$ cat config.mk
export PLATFORM = sky130hd
export DESIGN_NAME = wsl_logistic
export DESIGN_NICKNAME = d
export VERILOG_FILES = /design/src/hw/rtl/wsl_pkg.sv /design/src/hw/rtl/wsl_logistic.sv
export SDC_FILE = /design/constraint.sdc
export NUM_CORES = 2
export LEC_CHECK = 0
export ABC_AREA = 1
export BUFFER_PORTS_ARGS = -buffer_cell sky130_fd_sc_hd__buf_2
export CAP_MARGIN = 10
export CORE_MARGIN = 5
export CORE_UTILIZATION = 35
export CTS_CLUSTER_DIAMETER = 30
export DETAILED_ROUTE_END_ITERATION = 7
export SYNTH_ARGS = -nofsm -noshare
export SYNTH_HDL_FRONTEND = slang
export SYNTH_SLANG_ARGS = --single-unit
export TNS_END_PERCENT = 1
$ cat constraint.sdc
create_clock -name clk_i -period 10.5 [get_ports clk_i]
set_clock_uncertainty 0.05 [all_clocks]
set_input_delay 1.05 -clock clk_i [delete_from_list [all_inputs] [get_ports clk_i]]
set_output_delay 1.05 -clock clk_i [all_outputs]
set_load 0.02 [all_outputs]
$ cat src/hw/rtl/wsl_pkg.sv
`default_nettype none

package wsl_pkg;

  // Field widths
  localparam int unsigned GEN_W     = 2;
  localparam int unsigned COEFF_W   = 24;
  localparam int unsigned WS_W      = 7;
  localparam int unsigned INV_W     = 25;
  localparam int unsigned INV_FRAC  = 24;
  localparam int unsigned STAT_W    = 16;

  // Accumulator widths
  localparam int unsigned COL_W     = 42;
  localparam int unsigned WACC_W    = 48;

  // Window ring
  localparam int unsigned MAX_WIN   = 64;
  localparam int unsigned WIN_AW    = $clog2(MAX_WIN);
  localparam int unsigned RES_W     = $clog2(MAX_WIN / 2);

  // Logistic table: 17 knots, step 0.5 in the argument, 15 fraction bits between knots
  localparam int unsigned SIG_FRAC  = 15;
  localparam int unsigned SIG_IDX_W = 4;
  localparam logic [STAT_W-1:0] SIG_SAT = 16'd65514;

  typedef enum logic [0:0] {
    REG_WINDOW_SIZE     = 1'b0,
    REG_INV_INDIVIDUALS = 1'b1
  } cfg_reg_e;

  // What one column end leaves for the output side
  typedef struct packed {
    logic             first_stat;  // first result carries the statistic
    logic [RES_W-1:0] n_m1;        // results to emit, minus one
    logic             data_end;    // final column: last result gets tlast
  } res_desc_t;

  function automatic logic [WS_W-1:0] ws_eff(input logic [WS_W-1:0] raw);
    logic [WS_W-1:0] v;
    v = raw;
    if (raw == '0) begin
      v = WS_W'(1);
    end else if (raw > WS_W'(MAX_WIN)) begin
      v = WS_W'(MAX_WIN);
    end
    return v;
  endfunction

  function automatic logic [STAT_W-1:0] sig_tab(input logic [SIG_IDX_W:0] idx);
    logic [STAT_W-1:0] v;
    unique case (idx)
      5'd0:    v = 16'd32768;
      5'd1:    v = 16'd40793;
      5'd2:    v = 16'd47911;
      5'd3:    v = 16'd53581;
      5'd4:    v = 16'd57724;
      5'd5:    v = 16'd60565;
      5'd6:    v = 16'd62428;
      5'd7:    v = 16'd63615;
      5'd8:    v = 16'd64357;
      5'd9:    v = 16'd64816;
      5'd10:   v = 16'd65097;
      5'd11:   v = 16'd65269;
      5'd12:   v = 16'd65374;
      5'd13:   v = 16'd65438;
      5'd14:   v = 16'd65476;
      5'd15:   v = 16'd65500;
      default: v = SIG_SAT;
    endcase
    return v;
  endfunction

endpackage

`default_nettype wire

$ cat src/hw/rtl/wsl_logistic.sv
`default_nettype none

module wsl_logistic
  import wsl_pkg::*;
(
  input  wire logic                     clk_i,
  input  wire logic                     rst_ni,
  input  wire logic                     in_valid_i,
  output logic                          in_ready_o,
  input  wire logic signed [WACC_W-1:0] win_i,
  input  wire res_desc_t                desc_i,
  input  wire logic        [INV_W-1:0]  inv_i,
  output logic                          out_valid_o,
  input  wire logic                     out_ready_i,
  output logic             [STAT_W-1:0] stat_o,
  output res_desc_t                     desc_o
);

  localparam int unsigned HI_W   = WACC_W - INV_FRAC;
  localparam int unsigned PHI_W  = HI_W + INV_W;
  localparam int unsigned PLO_W  = INV_FRAC + INV_W;
  localparam int unsigned LO_W   = PLO_W - INV_FRAC;
  localparam int unsigned A_W    = PHI_W + 1;
  localparam int unsigned IP_W   = STAT_W + SIG_FRAC;
  localparam int unsigned KNOT_B = SIG_IDX_W + SIG_FRAC;

  // Stage after the scaling multiplies
  logic               c_valid_q;
  logic [PHI_W-1:0]   c_phi_q;
  logic [LO_W-1:0]    c_plo_q;
  logic               c_neg_q;
  res_desc_t          c_desc_q;

  // Stage after the interpolation multiply
  logic               d_valid_q;
  logic               d_big_q;
  logic [STAT_W-1:0]  d_base_q;
  logic [IP_W-1:0]    d_ip_q;
  logic               d_neg_q;
  res_desc_t          d_desc_q;

  logic [WACC_W-1:0]  mag;
  logic [PHI_W-1:0]   phi;
  logic [PLO_W-1:0]   plo;
  logic [A_W-1:0]     a_sum;
  logic [SIG_IDX_W-1:0] knot;
  logic [SIG_FRAC-1:0]  frac;
  logic [STAT_W-1:0]  base, step;
  logic [IP_W-1:0]    ip;
  logic [STAT_W-1:0]  v;
  logic [STAT_W:0]    stat_full;
  logic               c_ready, d_ready;

  assign d_ready    = !d_valid_q || out_ready_i;
  assign c_ready    = !c_valid_q || d_ready;
  assign in_ready_o = c_ready;

  assign mag = win_i[WACC_W-1] ? $unsigned(-win_i) : $unsigned(win_i);
  assign phi = mag[WACC_W-1:INV_FRAC] * inv_i;
  assign plo = mag[INV_FRAC-1:0] * inv_i;

  assign a_sum = A_W'(c_phi_q) + A_W'(c_plo_q);
  assign knot  = a_sum[KNOT_B-1:SIG_FRAC];
  assign frac  = a_sum[SIG_FRAC-1:0];
  assign base  = sig_tab({1'b0, knot});
  assign step  = sig_tab({1'b0, knot} + (SIG_IDX_W+1)'(1)) - base;
  assign ip    = step * frac;

  assign v         = d_big_q ? SIG_SAT : d_base_q + STAT_W'(d_ip_q >> SIG_FRAC);
  assign stat_full = d_neg_q ? (STAT_W+1)'(1 << STAT_W) - (STAT_W+1)'(v) : (STAT_W+1)'(v);

  always_ff @(posedge clk_i or negedge rst_ni) begin
    if (!rst_ni) begin
      c_valid_q <= 1'b0;
      d_valid_q <= 1'b0;
    end else begin
      if (c_ready) begin
        c_valid_q <= in_valid_i;
      end
      if (d_ready) begin
        d_valid_q <= c_valid_q;
      end
    end
  end

  always_ff @(posedge clk_i) begin
    if (c_ready && in_valid_i) begin
      c_phi_q  <= phi;
      c_plo_q  <= plo[PLO_W-1:INV_FRAC];
      c_neg_q  <= win_i[WACC_W-1];
      c_desc_q <= desc_i;
    end
    if (d_ready && c_valid_q) begin
      d_big_q  <= |a_sum[A_W-1:KNOT_B];
      d_base_q <= base;
      d_ip_q   <= ip;
      d_neg_q  <= c_neg_q;
      d_desc_q <= c_desc_q;
    end
  end

  assign out_valid_o = d_valid_q;
  assign stat_o      = stat_full[STAT_W-1:0];
  assign desc_o      = d_desc_q;

endmodule

`default_nettype wire

==> metrics.yaml <==
place:
  portBuffers: 108
  place_hpwl_um: 155000
  gp_congestion: 0.932
global_routing:
  antenna_found_initial: 7
  grt.total_usage_pct: 22.3
  grt_max_degree: 75
  grt_pass1_wl_um: 294000
  grt_pass1_vias: 50600
  gr-total-overflow: 0
setup_path:
  crit_type: "register to register"
  required_ps: 10650
  reg2reg_from: "c_phi_q[0]"
  endpoint_kind: "register"
  critPathLaunch: "c_phi_q[0]"
  crit_path_frequent_cell: "inv_1"
  crit_slowest_cell: "fa_1"
  path_max_fanout: 7
  critical-path-max-stage-delay_ps: 560
  cp.arrival_ps: 10040
  critPathLaunchType: "register"
synthesis:
  ys_types: 56
  synth_seq_area_share_pct: 6.51
  ys_ff_latch: 124
  synth_edf_count: 122
  netlist_top_cells_area: "fa_1 42%, inv_1 11%, nand2_1 11%"
  syn_inst: 7350
  synth_warnings: 0
  synth_ff_type: "edfxtp_1"
  yosysTopAreaCellShare_pct: 41.8
  synth.avg_cell_area_um2: 7.76
  syn_area_um2: 57000
  yosysTopAreaCell: "fa_1"
  synth-async-reset-ratio_pct: 1.61
  synth_nets: 9126
sta:
  max_slew_margin_pct: 23.3
  hold_viol: 0
  finalSetupViolCount: 0
  setup_tns_ps: 0
  fmax_ghz: 0.101
  tightest_slew_ps: 1150
  grt_setup_unrepaired: "false"
  post-route-period-util_pct: 94.2
  slew_viol_final: 0
  min_period_ps: 9890
clocking:
  cts.sinks: 124
  ctsHoldBuffers: 0
  clk_path_buf_depth: 2
  h-tree-depth: 4
  cts_root_buf: "clkbuf_16"
  cts_tree: "yes"
  cts_made_buffers: 17
  clk_pin_slew_worst_paths_ps: 70
  clk-insertion-delay-late_ps: 450
detailed_routing:
  ant_nets: 0
  wl_per_cell_um: 19.8
  first_iter_violations: 3522
  routed_wirelength_um: 189000
  vias: 48200
  first_pass_iters: 6
  viasPerCell: 5.04
  drc: 0
job:
  drv_cap: 0
floorplan:
  die_x_um: 414
  initial_core_util_pct: 35.1
  core_area_um2: 162000
  rows: 148
  die_area_um2: 171000
  dieHeight_um: 414
  ioPinCount: 109
hold_path:
  hp-class: "primary input to asynchronous set/reset pin"
layout:
  num-fill-cells: 17100
  nets: 9153
  area.growth.synth_to_final_pct: 7.31
  layout-drive-gt1-share_pct: 5.07
run_status:
  status: "completed"
cell usage after synthesis, types with 11 or more instances:
library cell,instances
inv_1,1721
nand2_1,1720
fa_1,1189
nor2_1,834
ha_1,503
nand3_1,205
clkbuf_1,198
a21oi_1,197
o21ai_0,128
edfxtp_1,122
xor2_1,107
nor3_1,45
nand4_1,44
xnor2_1,39
buf_2,31
a31oi_1,26
o21a_1,19
o21bai_1,19
a21o_1,18
clkinv_1,18
nor4_1,16
o21ai_1,14
a21boi_0,12
nand3b_1,12
inv_2,11
or2_2,11
worst max-delay path: cells and delay by family, from the launching register on:
| family | cells | cell delay, ps |
|---|---|---|
| adder cells (fa/ha/maj) | 13 | 5180 |
| XOR/XNOR | 3 | 540 |
| flip-flops | 1 | 330 |
| buffers and inverters | 12 | 820 |
| AND/OR/NAND/NOR | 14 | 1340 |
| AO/OA/AOI/OAI | 9 | 1340 |
layer usage:
metal	GRT usage (%)	vias up	wire length, um	share of wire (%)
li1	-	21800	-	-
met1	28.9	24000	76900	41
met2	36.6	2080	86800	46
met3	5.06	392	17600	9.3
met4	7.81	6	7680	4.1
met5	0	-	45	0.024
path summary, 6_finish.rpt:
kind	to	slack, ps	depth (start not counted)
max	d_ip_q[25]	610	51
min	out_valid_o	340	1
max reg2reg	d_ip_q[25]	610	51
min reg2reg	desc_o[4]	370	0
max in group asynchronous	c_valid_q	9970	1
min in group clk_i	desc_o[4]	370	0
flip-flops by register name, indices dropped and copies added (netlist names):
signal and count:
c_phi_q 49, c_plo_q 25, d_ip_q 16, d_base_q 15, c_desc_q 7, desc_o 7, c_neg_q 1, c_valid_q 1
d_big_q 1, d_neg_q 1, out_valid_o 1
what timing repair did:
action	4_1_cts	5_1_grt
buffers inserted	0	6
resized for setup	0	22
endpoints found under the setup margin	0	16
cells in the final DEF (no fill, tap or decap), drive strengths merged, types with 15 or more instances in the layout:
master / count
fa: 1189
nor2: 845
o21bai: 19
a21o: 18
clkbuf: 17
o21a: 19
xnor2: 40
buf: 252
nor3: 47
xor2: 111
nand3: 208
a31oi: 26
nand2: 1731
o21ai: 142
inv: 1736
nor4: 16
clkinv: 22
nand4: 45
ha: 503
or2: 15
edfxtp: 122
a21oi: 198
stage by stage:
stage / hold WS (ps) / std cells / utilization [%] / area (um2) / worst slack [ps]
3_5_place_dp: 355 / 9527 / 37.2 / 60500 / 286
2_1_floorplan: 350 / 7350 / - / 57000 / 1120
4_1_cts: 302 / 9559 / 37.6 / 61000 / 235
3_3_place_gp: 351 / 9527 / 37.2 / 60500 / 295
5_1_grt: 316 / 9565 / 37.7 / 61200 / 0.536
6_report: 336 / 9571 / 37.7 / 61200 / 613
area by class of cell:
type                            instances  area, um2  area share (%)
Inverter                             1750       6570            10.7
Clock inverter                         15        141           0.231
Tap cell                             2175       2720            4.45
Multi-Input combinational cell       5232      46000            75.1
Timing Repair Buffer                  252       1620            2.65
Sequential cell                       124       3710            6.07
Clock buffer                           17        425           0.695
Antenna cell                            6       15.0          0.0245
logic make-up after synthesis:
logic type      Yosys count  share of synthesized area (%)
compound gates          459                           4.53
xor+xnor                151                           2.39
fa+ha+maj              1692                           52.8
buf+inv                1994                           13.3
flops                   124                           6.51
simple gates           2930                           20.5
Power is not shown: default switching activity piles up to over one toggle a cycle in this logic, so the estimate is an artifact.
