### config.mk
export PLATFORM = sky130hd
export DESIGN_NAME = wsl_emit
export DESIGN_NICKNAME = d
export VERILOG_FILES = /design/src/hw/rtl/wsl_pkg.sv /design/src/hw/rtl/wsl_emit.sv
export SDC_FILE = /design/constraint.sdc
export NUM_CORES = 1
export LEC_CHECK = 0
export BUFFER_PORTS_ARGS = -buffer_cell sky130_fd_sc_hd__clkbuf_2
export CAP_MARGIN = 30
export CORE_UTILIZATION = 42
export DETAILED_ROUTE_END_ITERATION = 8
export HOLD_SLACK_MARGIN = 0.15
export PLACE_DENSITY = 0.74
export SYNTH_ARGS = -nofsm -noshare
export SYNTH_HDL_FRONTEND = slang
export SYNTH_SLANG_ARGS = --single-unit
### constraint.sdc
create_clock -name clk_i -period 1.7 [get_ports clk_i]
set_input_delay 0 -clock clk_i [delete_from_list [all_inputs] [get_ports clk_i]]
set_output_delay 0 -clock clk_i [all_outputs]
set_load 0.03 [all_outputs]
### src/hw/rtl/wsl_pkg.sv
`default_nettype none

package wsl_pkg;

  // Field widths
  localparam int unsigned GEN_W     = 2;
  localparam int unsigned COEFF_W   = 24;
  localparam int unsigned WS_W      = 7;
  localparam int unsigned INV_W     = 25;
  localparam int unsigned INV_FRAC  = 24;
  localparam int unsigned STAT_W    = 16;

  // Accumulator widths
  localparam int unsigned COL_W     = 42;
  localparam int unsigned WACC_W    = 48;

  // Window ring
  localparam int unsigned MAX_WIN   = 64;
  localparam int unsigned WIN_AW    = $clog2(MAX_WIN);
  localparam int unsigned RES_W     = $clog2(MAX_WIN / 2);

  // Logistic table: 17 knots, step 0.5 in the argument, 15 fraction bits between knots
  localparam int unsigned SIG_FRAC  = 15;
  localparam int unsigned SIG_IDX_W = 4;
  localparam logic [STAT_W-1:0] SIG_SAT = 16'd65514;

  typedef enum logic [0:0] {
    REG_WINDOW_SIZE     = 1'b0,
    REG_INV_INDIVIDUALS = 1'b1
  } cfg_reg_e;

  // What one column end leaves for the output side
  typedef struct packed {
    logic             first_stat;  // first result carries the statistic
    logic [RES_W-1:0] n_m1;        // results to emit, minus one
    logic             data_end;    // final column: last result gets tlast
  } res_desc_t;

  function automatic logic [WS_W-1:0] ws_eff(input logic [WS_W-1:0] raw);
    logic [WS_W-1:0] v;
    v = raw;
    if (raw == '0) begin
      v = WS_W'(1);
    end else if (raw > WS_W'(MAX_WIN)) begin
      v = WS_W'(MAX_WIN);
    end
    return v;
  endfunction

  function automatic logic [STAT_W-1:0] sig_tab(input logic [SIG_IDX_W:0] idx);
    logic [STAT_W-1:0] v;
    unique case (idx)
      5'd0:    v = 16'd32768;
      5'd1:    v = 16'd40793;
      5'd2:    v = 16'd47911;
      5'd3:    v = 16'd53581;
      5'd4:    v = 16'd57724;
      5'd5:    v = 16'd60565;
      5'd6:    v = 16'd62428;
      5'd7:    v = 16'd63615;
      5'd8:    v = 16'd64357;
      5'd9:    v = 16'd64816;
      5'd10:   v = 16'd65097;
      5'd11:   v = 16'd65269;
      5'd12:   v = 16'd65374;
      5'd13:   v = 16'd65438;
      5'd14:   v = 16'd65476;
      5'd15:   v = 16'd65500;
      default: v = SIG_SAT;
    endcase
    return v;
  endfunction

endpackage

`default_nettype wire

### src/hw/rtl/wsl_emit.sv
`default_nettype none

module wsl_emit
  import wsl_pkg::*;
(
  input  wire logic              clk_i,
  input  wire logic              rst_ni,
  input  wire logic              in_valid_i,
  output logic                   in_ready_o,
  input  wire logic [STAT_W-1:0] stat_i,
  input  wire res_desc_t         desc_i,
  output logic                   out_valid_o,
  input  wire logic              out_ready_i,
  output logic      [STAT_W-1:0] out_stat_o,
  output logic                   out_missing_o,
  output logic                   out_last_o
);

  logic              e_valid_q;
  logic [STAT_W-1:0] e_stat_q;
  logic              e_is_stat_q;
  logic [RES_W-1:0]  e_rem_q;
  logic              e_end_q;

  assign in_ready_o = !e_valid_q || (out_ready_i && (e_rem_q == '0));

  always_ff @(posedge clk_i or negedge rst_ni) begin
    if (!rst_ni) begin
      e_valid_q   <= 1'b0;
      e_rem_q     <= '0;
      e_is_stat_q <= 1'b0;
      e_end_q     <= 1'b0;
    end else if (in_ready_o) begin
      e_valid_q <= in_valid_i;
      if (in_valid_i) begin
        e_rem_q     <= desc_i.n_m1;
        e_is_stat_q <= desc_i.first_stat;
        e_end_q     <= desc_i.data_end;
      end
    end else if (out_ready_i) begin
      // advance through the trailing missing markers
      e_rem_q     <= e_rem_q - RES_W'(1);
      e_is_stat_q <= 1'b0;
    end
  end

  always_ff @(posedge clk_i) begin
    if (in_ready_o && in_valid_i) begin
      e_stat_q <= stat_i;
    end
  end

  assign out_valid_o   = e_valid_q;
  assign out_stat_o    = e_is_stat_q ? e_stat_q : '0;
  assign out_missing_o = !e_is_stat_q;
  assign out_last_o    = e_end_q && (e_rem_q == '0);

endmodule

`default_nettype wire

==> impl_metrics.json, run 1 <==
{
  "run_status": "complete, no violations",
  "final_max_slew_viol_count": 0,
  "clock_tree.htree_level_count": 1,
  "timing.final.crit_share_pct": 95.4,
  "input_output_buffers": 46,
  "grt-busiest-layer": "met2",
  "netlist-cell-type-count": 30,
  "clock_tree_from_tritoncts": "done",
  "grt.met2_usage_pct": 34.4,
  "synth.top_cells.by_area": "edfxtp_1 (43%), dfrtp_1 (18%), and2_1 (9.4%), mux2i_1 (2.7%), nand4bb_4 (2.4%)",
  "core_region_area_um2": 2500,
  "power.density_cell_area_nw_per_um2": 1010,
  "track_usage_pct": 19.8,
  "worst_slew_margin_relative_to_its_limit_pct": 70.5,
  "critPathTopFamily": "flip-flops",
  "synth-warning-count": 0,
  "cts.root.buffer_cell": "clkbuf_4",
  "clock_tree_buffer_depth": 2,
  "crit_path_top_delay_cell": "dfrtp_1",
  "post-synth-top-area-fraction_pct": 42.6,
  "finalWorstSetupSlack_ps": 77.6,
  "timing.final.hold_violations": 0,
  "worstSetupStartpointType": "flop",
  "worstPathArrival_ps": 1670,
  "worst_setup_path_end_kind": "flop",
  "post_route_cells_drive_above_1_share_pct": 37.0,
  "dp_hpwl_mm": 1.75,
  "tns_ps": 0,
  "drt-total-wl_mm": 2.65,
  "num_antenna_cells": 0,
  "cpPeakStageDelay_ps": 450,
  "synth_enable_flop_cells": 16,
  "drt_first_iter_violations": 13,
  "area_growth_syn_to_layout_pct": 58.4,
  "finalClockSkew_ps": 2.77,
  "setup_viol_count_final": 0,
  "worst_path_required_time_ps": 1750,
  "grt_start_max_net_pins": 18,
  "worst_tran_pin_value_ps": 436,
  "timing.critical_path.fanout_max": 9,
  "dieWidth_um": 53.8,
  "synthFlopType": "edfxtp_1",
  "grt_overflow_total": 0,
  "initial_core_util_pct": 45.1,
  "synth.top_cells.by_count": "and2_1 (17), edfxtp_1 (16), dfrtp_1 (8), nand2_1 (6), a21oi_1 (5)",
  "number_of_standard_cells_after_synthesis": 91,
  "final_antenna_violating_net_count": 0,
  "post-synth-top-area-cell": "edfxtp_1",
  "clock_insertion_delay_worst_skew_ps": 310,
  "cts_made_buffers": 3,
  "routabilityCongestion": 0.796,
  "vdd_ir_drop_max_v": 0.000879,
  "critical_path.cell_chain": "inv_2, ha_4, nand4bb_4, o21ai_4, and2_4, buf_12",
  "fmax_mhz": 616,
  "die_boundary_height_um": 53.8,
  "ioPinCount": 47,
  "grt_pass1_wl_mm": 3.93,
  "ys_seq_elements": 24,
  "cp_num_buf_inv": 2,
  "synth_sequential_area_ratio_pct": 60.3,
  "utilization_pct": 71.5,
  "route.detailed.vias_per_inst": 4.85,
  "synth.most_common_cell": "and2_1",
  "vias": 984,
  "static-leakage-power_nw": 0.787,
  "drt_pre_antenna_iters": 4,
  "synth_area_um2": 1130,
  "syn-num-nets": 119,
  "path_clk_slew_ps": 120,
  "grt_util_met1_pct": 23.7,
  "avgSynthCellArea_um2": 12.4,
  "min_path_type": "in -> reg",
  "crit_type": "reg -> reg",
  "design.die.area_um2": 2900,
  "cts_sinks": 24,
  "layout.nets": 202,
  "dp_slack_ps": 73.0,
  "drv_cap": 0,
  "layout_fillers": 191,
  "ys_async_sr_fraction_pct": 33.3,
  "number_of_global_route_vias_before_repair": 881,
  "grt_antenna_before_repair": 0,
  "period_minus_slack_ps": 1620,
  "wire_per_inst_um": 13.1,
  "globalRouteMet3Util_pct": 2.82,
  "drc": 0,
  "rows": 18
}
[final cells by class]
type	instances	area [um2]	share of cell area, %
Clock buffer	4	26.3	1.47
Timing Repair Buffer	81	584	32.7
Tap cell	30	37.5	2.10
Multi-Input combinational cell	60	444	24.8
Sequential cell	24	681	38.1
Inverter	4	15.0	0.840
[sequential cells by signal (all words and copies together) (netlist names)]
signal       count
e_is_stat_q      1
e_end_q          1
out_valid_o      1
e_rem_q          5
e_stat_q        16
[per-layer routing]
metal	share of wire [%]	wire, um
met1	43	1140
met2	51	1350
met3	4.6	122
met4	1.5	41
met5	0	0
[cells by family after synthesis]
logic type / Yosys count / share of synthesized area, %
XOR/XNOR: 1 / 0.776
multiplexers: 4 / 3.66
flip-flops: 24 / 60.3
AND/OR/NAND/NOR: 36 / 21.6
AO/OA/AOI/OAI: 18 / 9.98
buffers and inverters: 7 / 2.55
adder cells (fa/ha/maj): 1 / 1.11
[placed cells by master, fill, tap and decap left out, types with 2 or more instances in the layout]
master | synthesis | routed
inv_2 | 0 | 2
and2_1 | 17 | 17
dfrtp_1 | 8 | 8
o21ai_1 | 3 | 3
inv_1 | 4 | 2
clkbuf_2 | 0 | 44
o21ai_0 | 3 | 3
o31ai_1 | 2 | 2
nor2_1 | 2 | 2
nand2_1 | 6 | 6
a31oi_1 | 2 | 2
mux2i_1 | 3 | 3
dlygate4sd3_1 | 0 | 28
edfxtp_1 | 16 | 16
nand2b_1 | 2 | 2
a21oi_1 | 5 | 5
buf_4 | 0 | 6
clkbuf_4 | 0 | 4
[power breakdown]
group / total (mW) / internal (mW) / switching, mW
clock: 0.256 / 0.0918 / 0.164
combinational: 0.679 / 0.352 / 0.327
sequential: 0.867 / 0.726 / 0.141
total: 1.80 / 1.17 / 0.632
[per-stage QoR]
step / cell area [um2] / hold WS [ps] / cells / total power [mW]
2_1_floorplan: 1140 / -296 / 91 / 1.27
3_3_place_gp: 1430 / -137 / 166 / 1.42
3_5_place_dp: 1430 / -130 / 166 / 1.45
4_1_cts: 1750 / 387 / 199 / 1.78
5_1_grt: 1790 / 387 / 203 / 1.91
6_report: 1790 / 397 / 203 / 1.80
[path summary, 6_finish.rpt]
kind / start / endpoint / slack, ps / cells past startpoint
hold / removal: stat_i[12] / e_stat_q[12] / 400 / 2
setup reg to reg: e_rem_q[0] / e_stat_q[13] / 80 / 6
max in group asynchronous: rst_ni / e_rem_q[3] / 750 / 3
setup / recovery: e_rem_q[0] / e_stat_q[13] / 80 / 6
min in group asynchronous: rst_ni / e_rem_q[4] / 670 / 3
hold reg to reg: e_end_q / e_end_q / 530 / 1
[timing repair]
action                                 4_1_cts  5_1_grt
hold buffers                                28        0
setup endpoints to repair                    1       12
endpoints found under the hold margin       32        0
pin swaps                                    0        0
resized for setup                            1        6
buffers inserted                             1        4
No activity file was read; power rests on OpenSTA's default activity.
==> run 2, diff against run 1 <==
CELL_PAD_IN_SITES_DETAIL_PLACEMENT = 1   (was unset)
CELL_PAD_IN_SITES_GLOBAL_PLACEMENT = 2   (was unset)
CORE_UTILIZATION = 26   (was 42)
PLACE_DENSITY = unset   (was 0.74)
PLACE_DENSITY_LB_ADDON = 0.1   (was unset)
==> impl_metrics.json, run 2 (synthesis results as in run 1) <==
{
  "run_status": "complete, no violations",
  "path_clk_slew_ps": 80,
  "critical_path.cell_chain": "inv_2, ha_4, nand4bb_4, o21ai_4, buf_4, buf_2",
  "initial_core_util_pct": 27.6,
  "timing.critical_path.fanout_max": 6,
  "utilization_pct": 44.0,
  "cpPeakStageDelay_ps": 440,
  "cts.root.buffer_cell": "clkbuf_8",
  "dp_hpwl_mm": 2.07,
  "drt_first_iter_violations": 33,
  "drt_pre_antenna_iters": 4,
  "number_of_global_route_vias_before_repair": 929,
  "finalWorstSetupSlack_ps": 77.1,
  "input_output_buffers": 46,
  "core_region_area_um2": 4090,
  "post_route_cells_drive_above_1_share_pct": 36.5,
  "critPathLaunch": "e_rem_q[0]",
  "min_path_type": "in -> reg",
  "drt-total-wl_mm": 2.85,
  "rsz0062_at_grt": "no",
  "rr_endpoint": "e_stat_q[6]",
  "die_boundary_height_um": 67.9,
  "dp_slack_ps": 106,
  "rr_startpoint": "e_rem_q[0]",
  "cp.depth": 6,
  "critPathCapture": "in_ready_o",
  "clock_insertion_delay_worst_skew_ps": 270,
  "layout_top_registers": "e_stat_q (16), e_rem_q (5)",
  "largest_reg_flops": 16,
  "layout.nets": 196,
  "timing.hold.worst.start": "in_valid_i",
  "clock_tree_buffer_depth": 2,
  "reg2reg_setup_slack_ps": 100,
  "cts_sinks": 24,
  "ioPinCount": 47,
  "vdd_ir_drop_max_v": 0.000482,
  "mostFrequentLayoutCells": "clkbuf_2 (45), dlygate4sd3_1 (26), and2_1 (17)",
  "period_minus_slack_ps": 1620,
  "route.detailed.vias_per_inst": 4.45,
  "drc": 0,
  "cts_made_buffers": 3,
  "crit_type": "reg -> out",
  "timing.final.crit_share_pct": 95.5,
  "crit_path_top_delay_cell": "dfrtp_1",
  "rows": 23,
  "num_antenna_cells": 0,
  "worstPathArrival_ps": 1620,
  "final_antenna_violating_net_count": 0,
  "final_max_slew_viol_count": 0,
  "grt_start_max_net_pins": 18,
  "grt_antenna_before_repair": 0,
  "static-leakage-power_nw": 0.778,
  "finalClockSkew_ps": 5.72,
  "area_growth_syn_to_layout_pct": 59.4,
  "vias": 966,
  "critPathTopFamily": "buffers and inverters",
  "layout_commonest_cell": "clkbuf_2",
  "grt_overflow_total": 0,
  "routabilityCongestion": 0.733,
  "design.die.area_um2": 4610,
  "worst_slew_margin_relative_to_its_limit_pct": 71.9,
  "worst_tran_pin_value_ps": 420,
  "wire_per_inst_um": 13.1,
  "grt_pass1_wl_mm": 4.35,
  "clock_tree_from_tritoncts": "done",
  "worst_path_required_time_ps": 1700,
  "setup_viol_count_final": 0,
  "dieWidth_um": 67.9,
  "power.density_cell_area_nw_per_um2": 1120,
  "drv_cap": 0,
  "timing.final.hold_violations": 0,
  "track_usage_pct": 13.1,
  "clock_tree.htree_level_count": 1,
  "r2r_cells": 6,
  "max_flop_register": "e_stat_q",
  "fmax_mhz": 616,
  "worst_setup_path_end_kind": "output port",
  "cp_num_buf_inv": 3,
  "worstSetupStartpointType": "flop"
}
run 2: changes by cell type in the layout (fill, tap and decap cells not counted), sizes merged:
cell | before | now
buf | 8 | 4
dlygate4sd3 | 28 | 26
bufinv | 0 | 1
clkbuf | 49 | 48
run 2: routing by layer:
metal / vias to the layer above / wire length [um] / global-route usage, %
li1: 477 / - / -
met1: 460 / 1330 / 16.8
met2: 27 / 1370 / 22.6
met3: 2 / 121 / 2.50
met4: 0 / 19 / 3.13
met5: - / 0 / 0
run 2: report_power, final:
group | internal, mW | switching (mW)
Clock | 0.315 | 0.182
Sequential | 0.726 | 0.143
Combinational | 0.332 | 0.312
run 2: what timing repair did:
action	in CTS	in global routing
hold buffers	26	0
pin swaps	0	0
gates resized for setup	1	1
endpoints found under the setup margin	1	2
buffers inserted	0	1
endpoints found under the hold margin	31	0
run 2: per-stage QoR:
step	instance area, um2	hold slack (ps)	std cells	TNS, ps	power [mW]
finish	1800	164	217	0	2.01
global route	1800	196	217	0	2.14
CTS	1790	169	216	0	2.03
detailed placement	1450	-128	186	0	1.46
global placement	1450	-126	186	0	1.44
floorplan	1140	-296	91	-423	1.27
run 2: worst min-delay path: cells and delay by family:
family | cells | cell delay [ps]
buffers and inverters | 1 | 200
AO/OA/AOI/OAI | 1 | 60
AND/OR/NAND/NOR | 1 | 130
run 2: final cells by class:
class | instances | area, um2
Clock buffer | 3 | 41.3
Timing Repair Buffer | 75 | 526
Multi-Input combinational cell | 60 | 444
Fill cell | 455 | 2290
Tap cell | 50 | 62.6
Sequential cell | 24 | 681
Clock inverter | 1 | 30.0
Inverter | 4 | 15.0
run 2: worst min path at each step:
stage	endpoint	cells after the start
2_1_floorplan	e_end_q	0
3_3_place_gp	e_rem_q[3]	1
3_5_place_dp	e_rem_q[3]	1
4_1_cts	e_rem_q[4]	3
5_1_grt	e_rem_q[4]	3
6_report	e_rem_q[4]	3
