--- src/hw/rtl/wsl_pkg.sv ---
`default_nettype none

package wsl_pkg;

  // Field widths
  localparam int unsigned GEN_W     = 2;
  localparam int unsigned COEFF_W   = 24;
  localparam int unsigned WS_W      = 7;
  localparam int unsigned INV_W     = 25;
  localparam int unsigned INV_FRAC  = 24;
  localparam int unsigned STAT_W    = 16;

  // Accumulator widths
  localparam int unsigned COL_W     = 42;
  localparam int unsigned WACC_W    = 48;

  // Window ring
  localparam int unsigned MAX_WIN   = 64;
  localparam int unsigned WIN_AW    = $clog2(MAX_WIN);
  localparam int unsigned RES_W     = $clog2(MAX_WIN / 2);

  // Logistic table: 17 knots, step 0.5 in the argument, 15 fraction bits between knots
  localparam int unsigned SIG_FRAC  = 15;
  localparam int unsigned SIG_IDX_W = 4;
  localparam logic [STAT_W-1:0] SIG_SAT = 16'd65514;

  typedef enum logic [0:0] {
    REG_WINDOW_SIZE     = 1'b0,
    REG_INV_INDIVIDUALS = 1'b1
  } cfg_reg_e;

  // What one column end leaves for the output side
  typedef struct packed {
    logic             first_stat;  // first result carries the statistic
    logic [RES_W-1:0] n_m1;        // results to emit, minus one
    logic             data_end;    // final column: last result gets tlast
  } res_desc_t;

  function automatic logic [WS_W-1:0] ws_eff(input logic [WS_W-1:0] raw);
    logic [WS_W-1:0] v;
    v = raw;
    if (raw == '0) begin
      v = WS_W'(1);
    end else if (raw > WS_W'(MAX_WIN)) begin
      v = WS_W'(MAX_WIN);
    end
    return v;
  endfunction

  function automatic logic [STAT_W-1:0] sig_tab(input logic [SIG_IDX_W:0] idx);
    logic [STAT_W-1:0] v;
    unique case (idx)
      5'd0:    v = 16'd32768;
      5'd1:    v = 16'd40793;
      5'd2:    v = 16'd47911;
      5'd3:    v = 16'd53581;
      5'd4:    v = 16'd57724;
      5'd5:    v = 16'd60565;
      5'd6:    v = 16'd62428;
      5'd7:    v = 16'd63615;
      5'd8:    v = 16'd64357;
      5'd9:    v = 16'd64816;
      5'd10:   v = 16'd65097;
      5'd11:   v = 16'd65269;
      5'd12:   v = 16'd65374;
      5'd13:   v = 16'd65438;
      5'd14:   v = 16'd65476;
      5'd15:   v = 16'd65500;
      default: v = SIG_SAT;
    endcase
    return v;
  endfunction

endpackage

`default_nettype wire

--- src/hw/rtl/wsl_ram.sv ---
`default_nettype none

module wsl_ram #(
  parameter int unsigned WIDTH = 8,
  parameter int unsigned DEPTH = 16
) (
  input  wire logic                     clk_i,
  input  wire logic                     we_i,
  input  wire logic [$clog2(DEPTH)-1:0] waddr_i,
  input  wire logic [WIDTH-1:0]         wdata_i,
  input  wire logic [$clog2(DEPTH)-1:0] raddr_i,
  output logic      [WIDTH-1:0]         rdata_o
);

  logic [WIDTH-1:0] mem [DEPTH];
  logic [WIDTH-1:0] rdata_q;

  // Read returns the old contents on a same-address write
  always_ff @(posedge clk_i) begin
    if (we_i) begin
      mem[waddr_i] <= wdata_i;
    end
    rdata_q <= mem[raddr_i];
  end

  assign rdata_o = rdata_q;

endmodule

`default_nettype wire

--- src/hw/rtl/wsl_window.sv ---
`default_nettype none

module wsl_window
  import wsl_pkg::*;
#(
  parameter int unsigned MAX_COLUMNS = 1048576
) (
  input  wire logic                      clk_i,
  input  wire logic                      rst_ni,
  input  wire logic                      in_valid_i,
  output logic                           in_ready_o,
  input  wire logic        [GEN_W-1:0]   genotype_i,
  input  wire logic signed [COEFF_W-1:0] coeff_i,
  input  wire logic                      column_end_i,
  input  wire logic                      data_end_i,
  input  wire logic        [WS_W-1:0]    ws_i,
  input  wire logic        [WS_W-1:0]    ws_next_i,
  output logic                           out_valid_o,
  input  wire logic                      out_ready_i,
  output logic signed      [WACC_W-1:0]  win_o,
  output res_desc_t                      desc_o
);

  localparam int unsigned CNT_W  = $clog2(MAX_COLUMNS + 1);
  localparam int unsigned PROD_W = COEFF_W + GEN_W + 1;
  localparam int unsigned ASUM_W = COL_W + 1;
  localparam int unsigned WSUM_W = WACC_W + 2;

  // Input register
  logic                      a_valid_q;
  logic        [GEN_W-1:0]   a_gen_q;
  logic signed [COEFF_W-1:0] a_coeff_q;
  logic                      a_cend_q;
  logic                      a_dend_q;

  // Accumulation state
  logic signed [COL_W-1:0]   col_acc_q;
  logic signed [WACC_W-1:0]  win_acc_q;
  logic        [CNT_W-1:0]   cnt_q;
  logic        [WIN_AW-1:0]  rp_q, rp_d;

  // Ring read bypass for a read that hits the word written in the same cycle
  logic                      byp_q;
  logic signed [COL_W-1:0]   byp_data_q;

  // Output register
  logic                      b_valid_q;
  logic signed [WACC_W-1:0]  b_win_q;
  res_desc_t                 b_desc_q;

  logic signed [PROD_W-1:0]  prod;
  logic signed [ASUM_W-1:0]  acc_sum;
  logic signed [COL_W-1:0]   term;
  logic        [COL_W-1:0]   ring_rdata;
  logic signed [COL_W-1:0]   ring_old;
  logic signed [COL_W-1:0]   sub_val;
  logic signed [WSUM_W-1:0]  win_sum;
  logic signed [WACC_W-1:0]  win_sat;
  logic        [WS_W-1:0]    ws_m1, half, tail, n_m1;
  logic                      lead, full, has_res;
  logic                      b_ready, a_go, ring_we;
  logic        [WIN_AW-1:0]  raddr;
  res_desc_t                 desc;

  assign prod    = $signed(a_coeff_q) * $signed({1'b0, a_gen_q});
  assign acc_sum = ASUM_W'(col_acc_q) + ASUM_W'(prod);

  always_comb begin
    term = acc_sum[COL_W-1:0];
    if (acc_sum[ASUM_W-1] != acc_sum[ASUM_W-2]) begin
      term = acc_sum[ASUM_W-1] ? {1'b1, {(COL_W-1){1'b0}}} : {1'b0, {(COL_W-1){1'b1}}};
    end
  end

  assign ring_old = byp_q ? byp_data_q : $signed(ring_rdata);
  assign sub_val  = (cnt_q >= CNT_W'(ws_i)) ? ring_old : '0;
  assign win_sum  = WSUM_W'(win_acc_q) - WSUM_W'(sub_val) + WSUM_W'(term);

  always_comb begin
    win_sat = win_sum[WACC_W-1:0];
    if (!((&win_sum[WSUM_W-1:WACC_W-1]) || !(|win_sum[WSUM_W-1:WACC_W-1]))) begin
      win_sat = win_sum[WSUM_W-1] ? {1'b1, {(WACC_W-1){1'b0}}}
                                   : {1'b0, {(WACC_W-1){1'b1}}};
    end
  end

  // Window geometry: half leads, tail trails the centre position
  assign ws_m1 = ws_i - WS_W'(1);
  assign half  = ws_i >> 1;
  assign tail  = ws_m1 - half;
  assign lead  = cnt_q < CNT_W'(half);
  assign full  = cnt_q >= CNT_W'(ws_m1);

  assign has_res = a_dend_q || lead || full;

  always_comb begin
    n_m1 = '0;
    if (a_dend_q) begin
      priority if (cnt_q <= CNT_W'(half)) begin
        n_m1 = '0;
      end else if (cnt_q <= CNT_W'(ws_m1)) begin
        n_m1 = cnt_q[WS_W-1:0] - half;
      end else begin
        n_m1 = tail;
      end
    end
  end

  always_comb begin
    desc.first_stat = full;
    desc.n_m1       = RES_W'(n_m1);
    desc.data_end   = a_dend_q;
  end

  assign b_ready    = !b_valid_q || out_ready_i;
  assign a_go       = a_valid_q && (!(a_cend_q && has_res) || b_ready);
  assign in_ready_o = !a_valid_q || a_go;
  assign ring_we    = a_go && a_cend_q;

  always_comb begin
    rp_d = rp_q;
    if (ring_we) begin
      rp_d = a_dend_q ? '0 : rp_q + WIN_AW'(1);
    end
  end

  // Prefetch the term that leaves the window at the next column end
  assign raddr = rp_d - ws_next_i[WIN_AW-1:0];

  wsl_ram #(
    .WIDTH (COL_W),
    .DEPTH (MAX_WIN)
  ) u_ring (
    .clk_i   (clk_i),
    .we_i    (ring_we),
    .waddr_i (rp_q),
    .wdata_i (term),
    .raddr_i (raddr),
    .rdata_o (ring_rdata)
  );

  always_ff @(posedge clk_i or negedge rst_ni) begin
    if (!rst_ni) begin
      a_valid_q <= 1'b0;
    end else if (in_ready_o) begin
      a_valid_q <= in_valid_i;
    end
  end

  always_ff @(posedge clk_i) begin
    if (in_ready_o && in_valid_i) begin
      a_gen_q   <= genotype_i;
      a_coeff_q <= coeff_i;
      a_cend_q  <= column_end_i;
      a_dend_q  <= data_end_i;
    end
  end

  always_ff @(posedge clk_i or negedge rst_ni) begin
    if (!rst_ni) begin
      col_acc_q <= '0;
      win_acc_q <= '0;
      cnt_q     <= '0;
      rp_q      <= '0;
      byp_q     <= 1'b0;
    end else begin
      rp_q  <= rp_d;
      byp_q <= ring_we && (rp_q == raddr);
      if (a_go) begin
        col_acc_q <= a_cend_q ? '0 : term;
      end
      if (ring_we) begin
        if (a_dend_q) begin
          win_acc_q <= '0;
          cnt_q     <= '0;
        end else begin
          win_acc_q <= win_sat;
          if (cnt_q < CNT_W'(MAX_COLUMNS)) begin
            cnt_q <= cnt_q + CNT_W'(1);
          end
        end
      end
    end
  end

  always_ff @(posedge clk_i) begin
    byp_data_q <= term;
  end

  always_ff @(posedge clk_i or negedge rst_ni) begin
    if (!rst_ni) begin
      b_valid_q <= 1'b0;
    end else if (b_ready) begin
      b_valid_q <= ring_we && has_res;
    end
  end

  always_ff @(posedge clk_i) begin
    if (b_ready && ring_we && has_res) begin
      b_win_q  <= win_sat;
      b_desc_q <= desc;
    end
  end

  assign out_valid_o = b_valid_q;
  assign win_o       = b_win_q;
  assign desc_o      = b_desc_q;

endmodule

`default_nettype wire

--- config.mk ---
export PLATFORM = sky130hd
export DESIGN_NAME = wsl_window
export DESIGN_NICKNAME = d
export VERILOG_FILES = /design/src/hw/rtl/wsl_pkg.sv /design/src/hw/rtl/wsl_ram.sv /design/src/hw/rtl/wsl_window.sv
export SDC_FILE = /design/constraint.sdc
export NUM_CORES = 2
export LEC_CHECK = 0
export BUFFER_PORTS_ARGS = -buffer_cell sky130_fd_sc_hd__buf_2
export CELL_PAD_IN_SITES_DETAIL_PLACEMENT = 0
export CELL_PAD_IN_SITES_GLOBAL_PLACEMENT = 1
export CORE_MARGIN = 1
export CORE_UTILIZATION = 30
export DETAILED_ROUTE_END_ITERATION = 7
export PLACE_DENSITY = 0.62
export SETUP_SLACK_MARGIN = 0.1
export SLEW_MARGIN = 10
export SYNTH_ARGS = -nofsm -noshare
export SYNTH_HDL_FRONTEND = slang
export SYNTH_SLANG_ARGS = --single-unit
--- constraint.sdc ---
create_clock -name clk_i -period 10.6 [get_ports clk_i]
set_input_delay 1.06 -clock clk_i [delete_from_list [all_inputs] [get_ports clk_i]]
set_output_delay 1.06 -clock clk_i [all_outputs]
set_load 0.01 [all_outputs]
==> summary.md <==
| Metric | Value |
|---|---|
| Status | completed |
| Critical Path AT | 10.38 ns |
| CTS sink count | 2975 |
| Largest delay share family, worst path | compound AO/OA/AOI/OAI gates |
| Die width | 639.9 um |
| Compound-Gate Fraction of Synth Area | 3.182% |
| Origin of the critical flop-to-flop path | a_gen_q[0]$_DFFE_PP_ |
| Slowest CP cell | edfxtp_1 |
| Post-Synth Simple-Gate Area | 2.266% |
| Vias per Instance | 5.080 |
| Number of global-route vias before repair | 62790 |
| Max Root-Sink Buffers | 4 |
| Row count | 233 |
| Critical Path Start | a_gen_q[0]$_DFFE_PP_ |
| Ys flop type | edfxtp_1 |
| Synth area leader | edfxtp_1 |
| Mapped Area | 122100 um2 |
| WP data required | 11.13 ns |
| ANT nets after route | 0 |
| Post-place setup slack | 0.5314 ns |
| Slew Limit Fails | 0 |
| Vias | 61470 |
| Full die area | 409500 um2 |
| Congestion Overflow GR | 0 |
| Fmax achieved | 101.5 MHz |
| Number of flops mapped to enable cells by yosys | 2771 |
| Pin count of the biggest net entering global routing | 109 |
| Hold Fails Final Rpt | 0 |
| Top-count cell post-synth | edfxtp_1 |
| Clock Skew | 0.08490 ns |
| Combinational family with the most area after synthesis | multiplexers |
| Io pins | 103 |
| Die Height | 639.9 um |
| Final WL | 329000 um |
| Mean post-synth cell area | 19.94 um2 |
| Minimum clock period | 9.848 ns |
| R2R depth | 38 |
| Synthesized instance count | 6123 |
| Final worst setup slack | 0.7522 ns |
| Routability Congestion | 0.8428 |
| Post-CTS Setup Inserts | 0 |
| Synth warn | 0 |
| Number of cells on the critical path | 38 |
| Synth Area in XOR/XNOR | 0.8239% |
| Drt initial violations | 6003 |
| CTS Root Buffer Type | clkbuf_16 |
| Ranking of synthesized cells by area | edfxtp_1 68%, mux4_2 15%, dfrtp_1 2.5% |
| Global-route usage over all layers | 15.81% |
| Crit end category | flop |
| Sum Neg Setup Slack | 0 ns |
| Worst setup endpoint | win_o[5]$_DFFE_PP_ |
| Global-route wire length before repair | 467600 um |
| H-tree levels | 5 |
| Worst R2R End | win_o[5]$_DFFE_PP_ |
| Actual slew at the worst max-slew pin | 1.293 ns |
| Hold WC Path Type | primary input to asynchronous set/reset pin |
| Syn_nets | 6412 |
| Clock-pin transition on the worst setup and hold timing paths | 0.06 ns |
| CTS tree | yes |
| Final Net Count | 6735 |
| Proportion of synthesized area in mux cells | 16.91% |
| RSZ-0062 raised after global routing | false |
| Layout cell share with drive strength beyond 1 | 26.21% |
| Layout area overhead | 15.34% |
| Worst Path Max Fanout | 43 |
| Max incr delay on CP | 0.52 ns |
| Register area share after synthesis | 71.99% |
| Core Area | 404100 um2 |
| DRT Pass-1 Iters | 5 |
| Fin crit share | 92.90% |
| Remaining DRCs | 0 |
| Synth top area share | 68.15% |
| Startpoint types | flop |
| Clock Latency Late Sink | 0.89 ns |
| CTS Buf Count | 310 |
| Port bufs | 101 |
| WP buf/inv | 7 |
| DP HPWL | 185400 um |
| Endpoints failing setup | 0 |
| Yosys reg bits | 2975 |
| Initial Util | 30.22% |
| Top cells by count, synth | 2771 x edfxtp_1, 840 x mux4_2, 294 x inv_1, 233 x clkbuf_1, 198 x nor2_1 |
| Post-synthesis cell type count | 77 |
| Setup CP Type | flop to flop |
| Asr flop ratio synth | 4.034% |
| Reg2reg setup slack | 0.75 ns |
| Adder-cell share of the synthesized area | 2.945% |
| Slew HR | 13.80% |
| Initial antenna violation count | 15 |
| # Max-Cap Violations | 0 |
| Avg WL per Cell | 27.19 um |
## layer usage
metal	vias up	wire length, um	GRT usage, %
met3	423	22410	2.680
met5	-	14	0
met2	2048	159700	26.19
met1	33420	138500	21.53
li1	25580	-	-
met4	2	8391	4.075
## how the worst min path moves through the flow
stage / endpoint / slack [ns] / depth (start not counted)
floorplan: col_acc_q[41]$_DFFE_PN0P_ / 0.46 / 2
global placement: win_acc_q[9]$_DFFE_PN0P_ / 0.47 / 2
detailed placement: win_acc_q[9]$_DFFE_PN0P_ / 0.47 / 2
CTS: rp_q[3]$_DFF_PN0_ / 0.21 / 1
global route: cnt_q[0]$_DFFE_PN0P_ / 0.25 / 1
finish: cnt_q[3]$_DFFE_PN0P_ / 0.24 / 1
## logic make-up (layout without fill, tap and decap cells)
family                   Yosys count  in the layout
AO/OA/AOI/OAI                    584            584
other                              0             10
AND/OR/NAND/NOR                  594            594
buffers and inverters            601           1163
flip-flops                      2975           2975
multiplexers                    1012           1012
adder cells (fa/ha/maj)          243            243
XOR/XNOR                         114            114
## sequential cells by signal, indices dropped and copies added, names as in the netlist
name            flops
a_dend_q            1
win_acc_q          48
u_ring.mem       2688
desc_o              7
a_cend_q            1
a_valid_q           1
out_valid_o         1
u_ring.rdata_o     42
byp_q               1
col_acc_q          42
rp_q                6
byp_data_q         42
a_gen_q             2
cnt_q              21
a_coeff_q          24
win_o              48
## timing repair
| action | CTS | global route |
|---|---|---|
| hold buffers | 0 | 0 |
| endpoints found under the setup margin | 0 | 84 |
| resized for setup | 0 | 2 |
## layout make-up
| type | instances | area [um2] |
|---|---|---|
| fillers | 37500 | 263200 |
| flip-flops and latches | 2975 | 87900 |
| multi-input cells | 2547 | 32690 |
| clock buffers | 393 | 8372 |
| well taps | 5405 | 6763 |
| repair buffers | 317 | 2421 |
| clock inverters | 158 | 1549 |
| inverters | 295 | 1107 |
| diodes | 10 | 25.02 |
## layout by cell type (no fill, tap or decap), types with 55 or more instances in the layout
master	n
clkbuf_16	320
xnor2_1	57
clkinv_2	55
ha_1	168
clkbuf_1	64
nand2_1	153
o21ai_0	141
inv_1	293
edfxtp_1	2771
nor2_4	68
a21oi_1	134
buf_4	193
fa_1	73
dfrtp_1	119
mux2i_1	169
buf_2	100
nor2_1	129
dfxtp_1	84
a21o_1	57
mux4_2	840
## through the flow
stage | cells | area, um2 | hold WS (ns) | utilization (%)
2_1_floorplan | 6123 | 122100 | 0.4551 | -
3_3_place_gp | 11540 | 130800 | 0.4747 | 32.36
3_5_place_dp | 11540 | 130800 | 0.4729 | 32.36
4_1_cts | 12090 | 140700 | 0.2121 | 34.82
5_1_grt | 12090 | 140800 | 0.2519 | 34.85
6_report | 12100 | 140800 | 0.2381 | 34.85
Power is not shown: default switching activity piles up to over one toggle a cycle in this logic, so the estimate is an artifact.
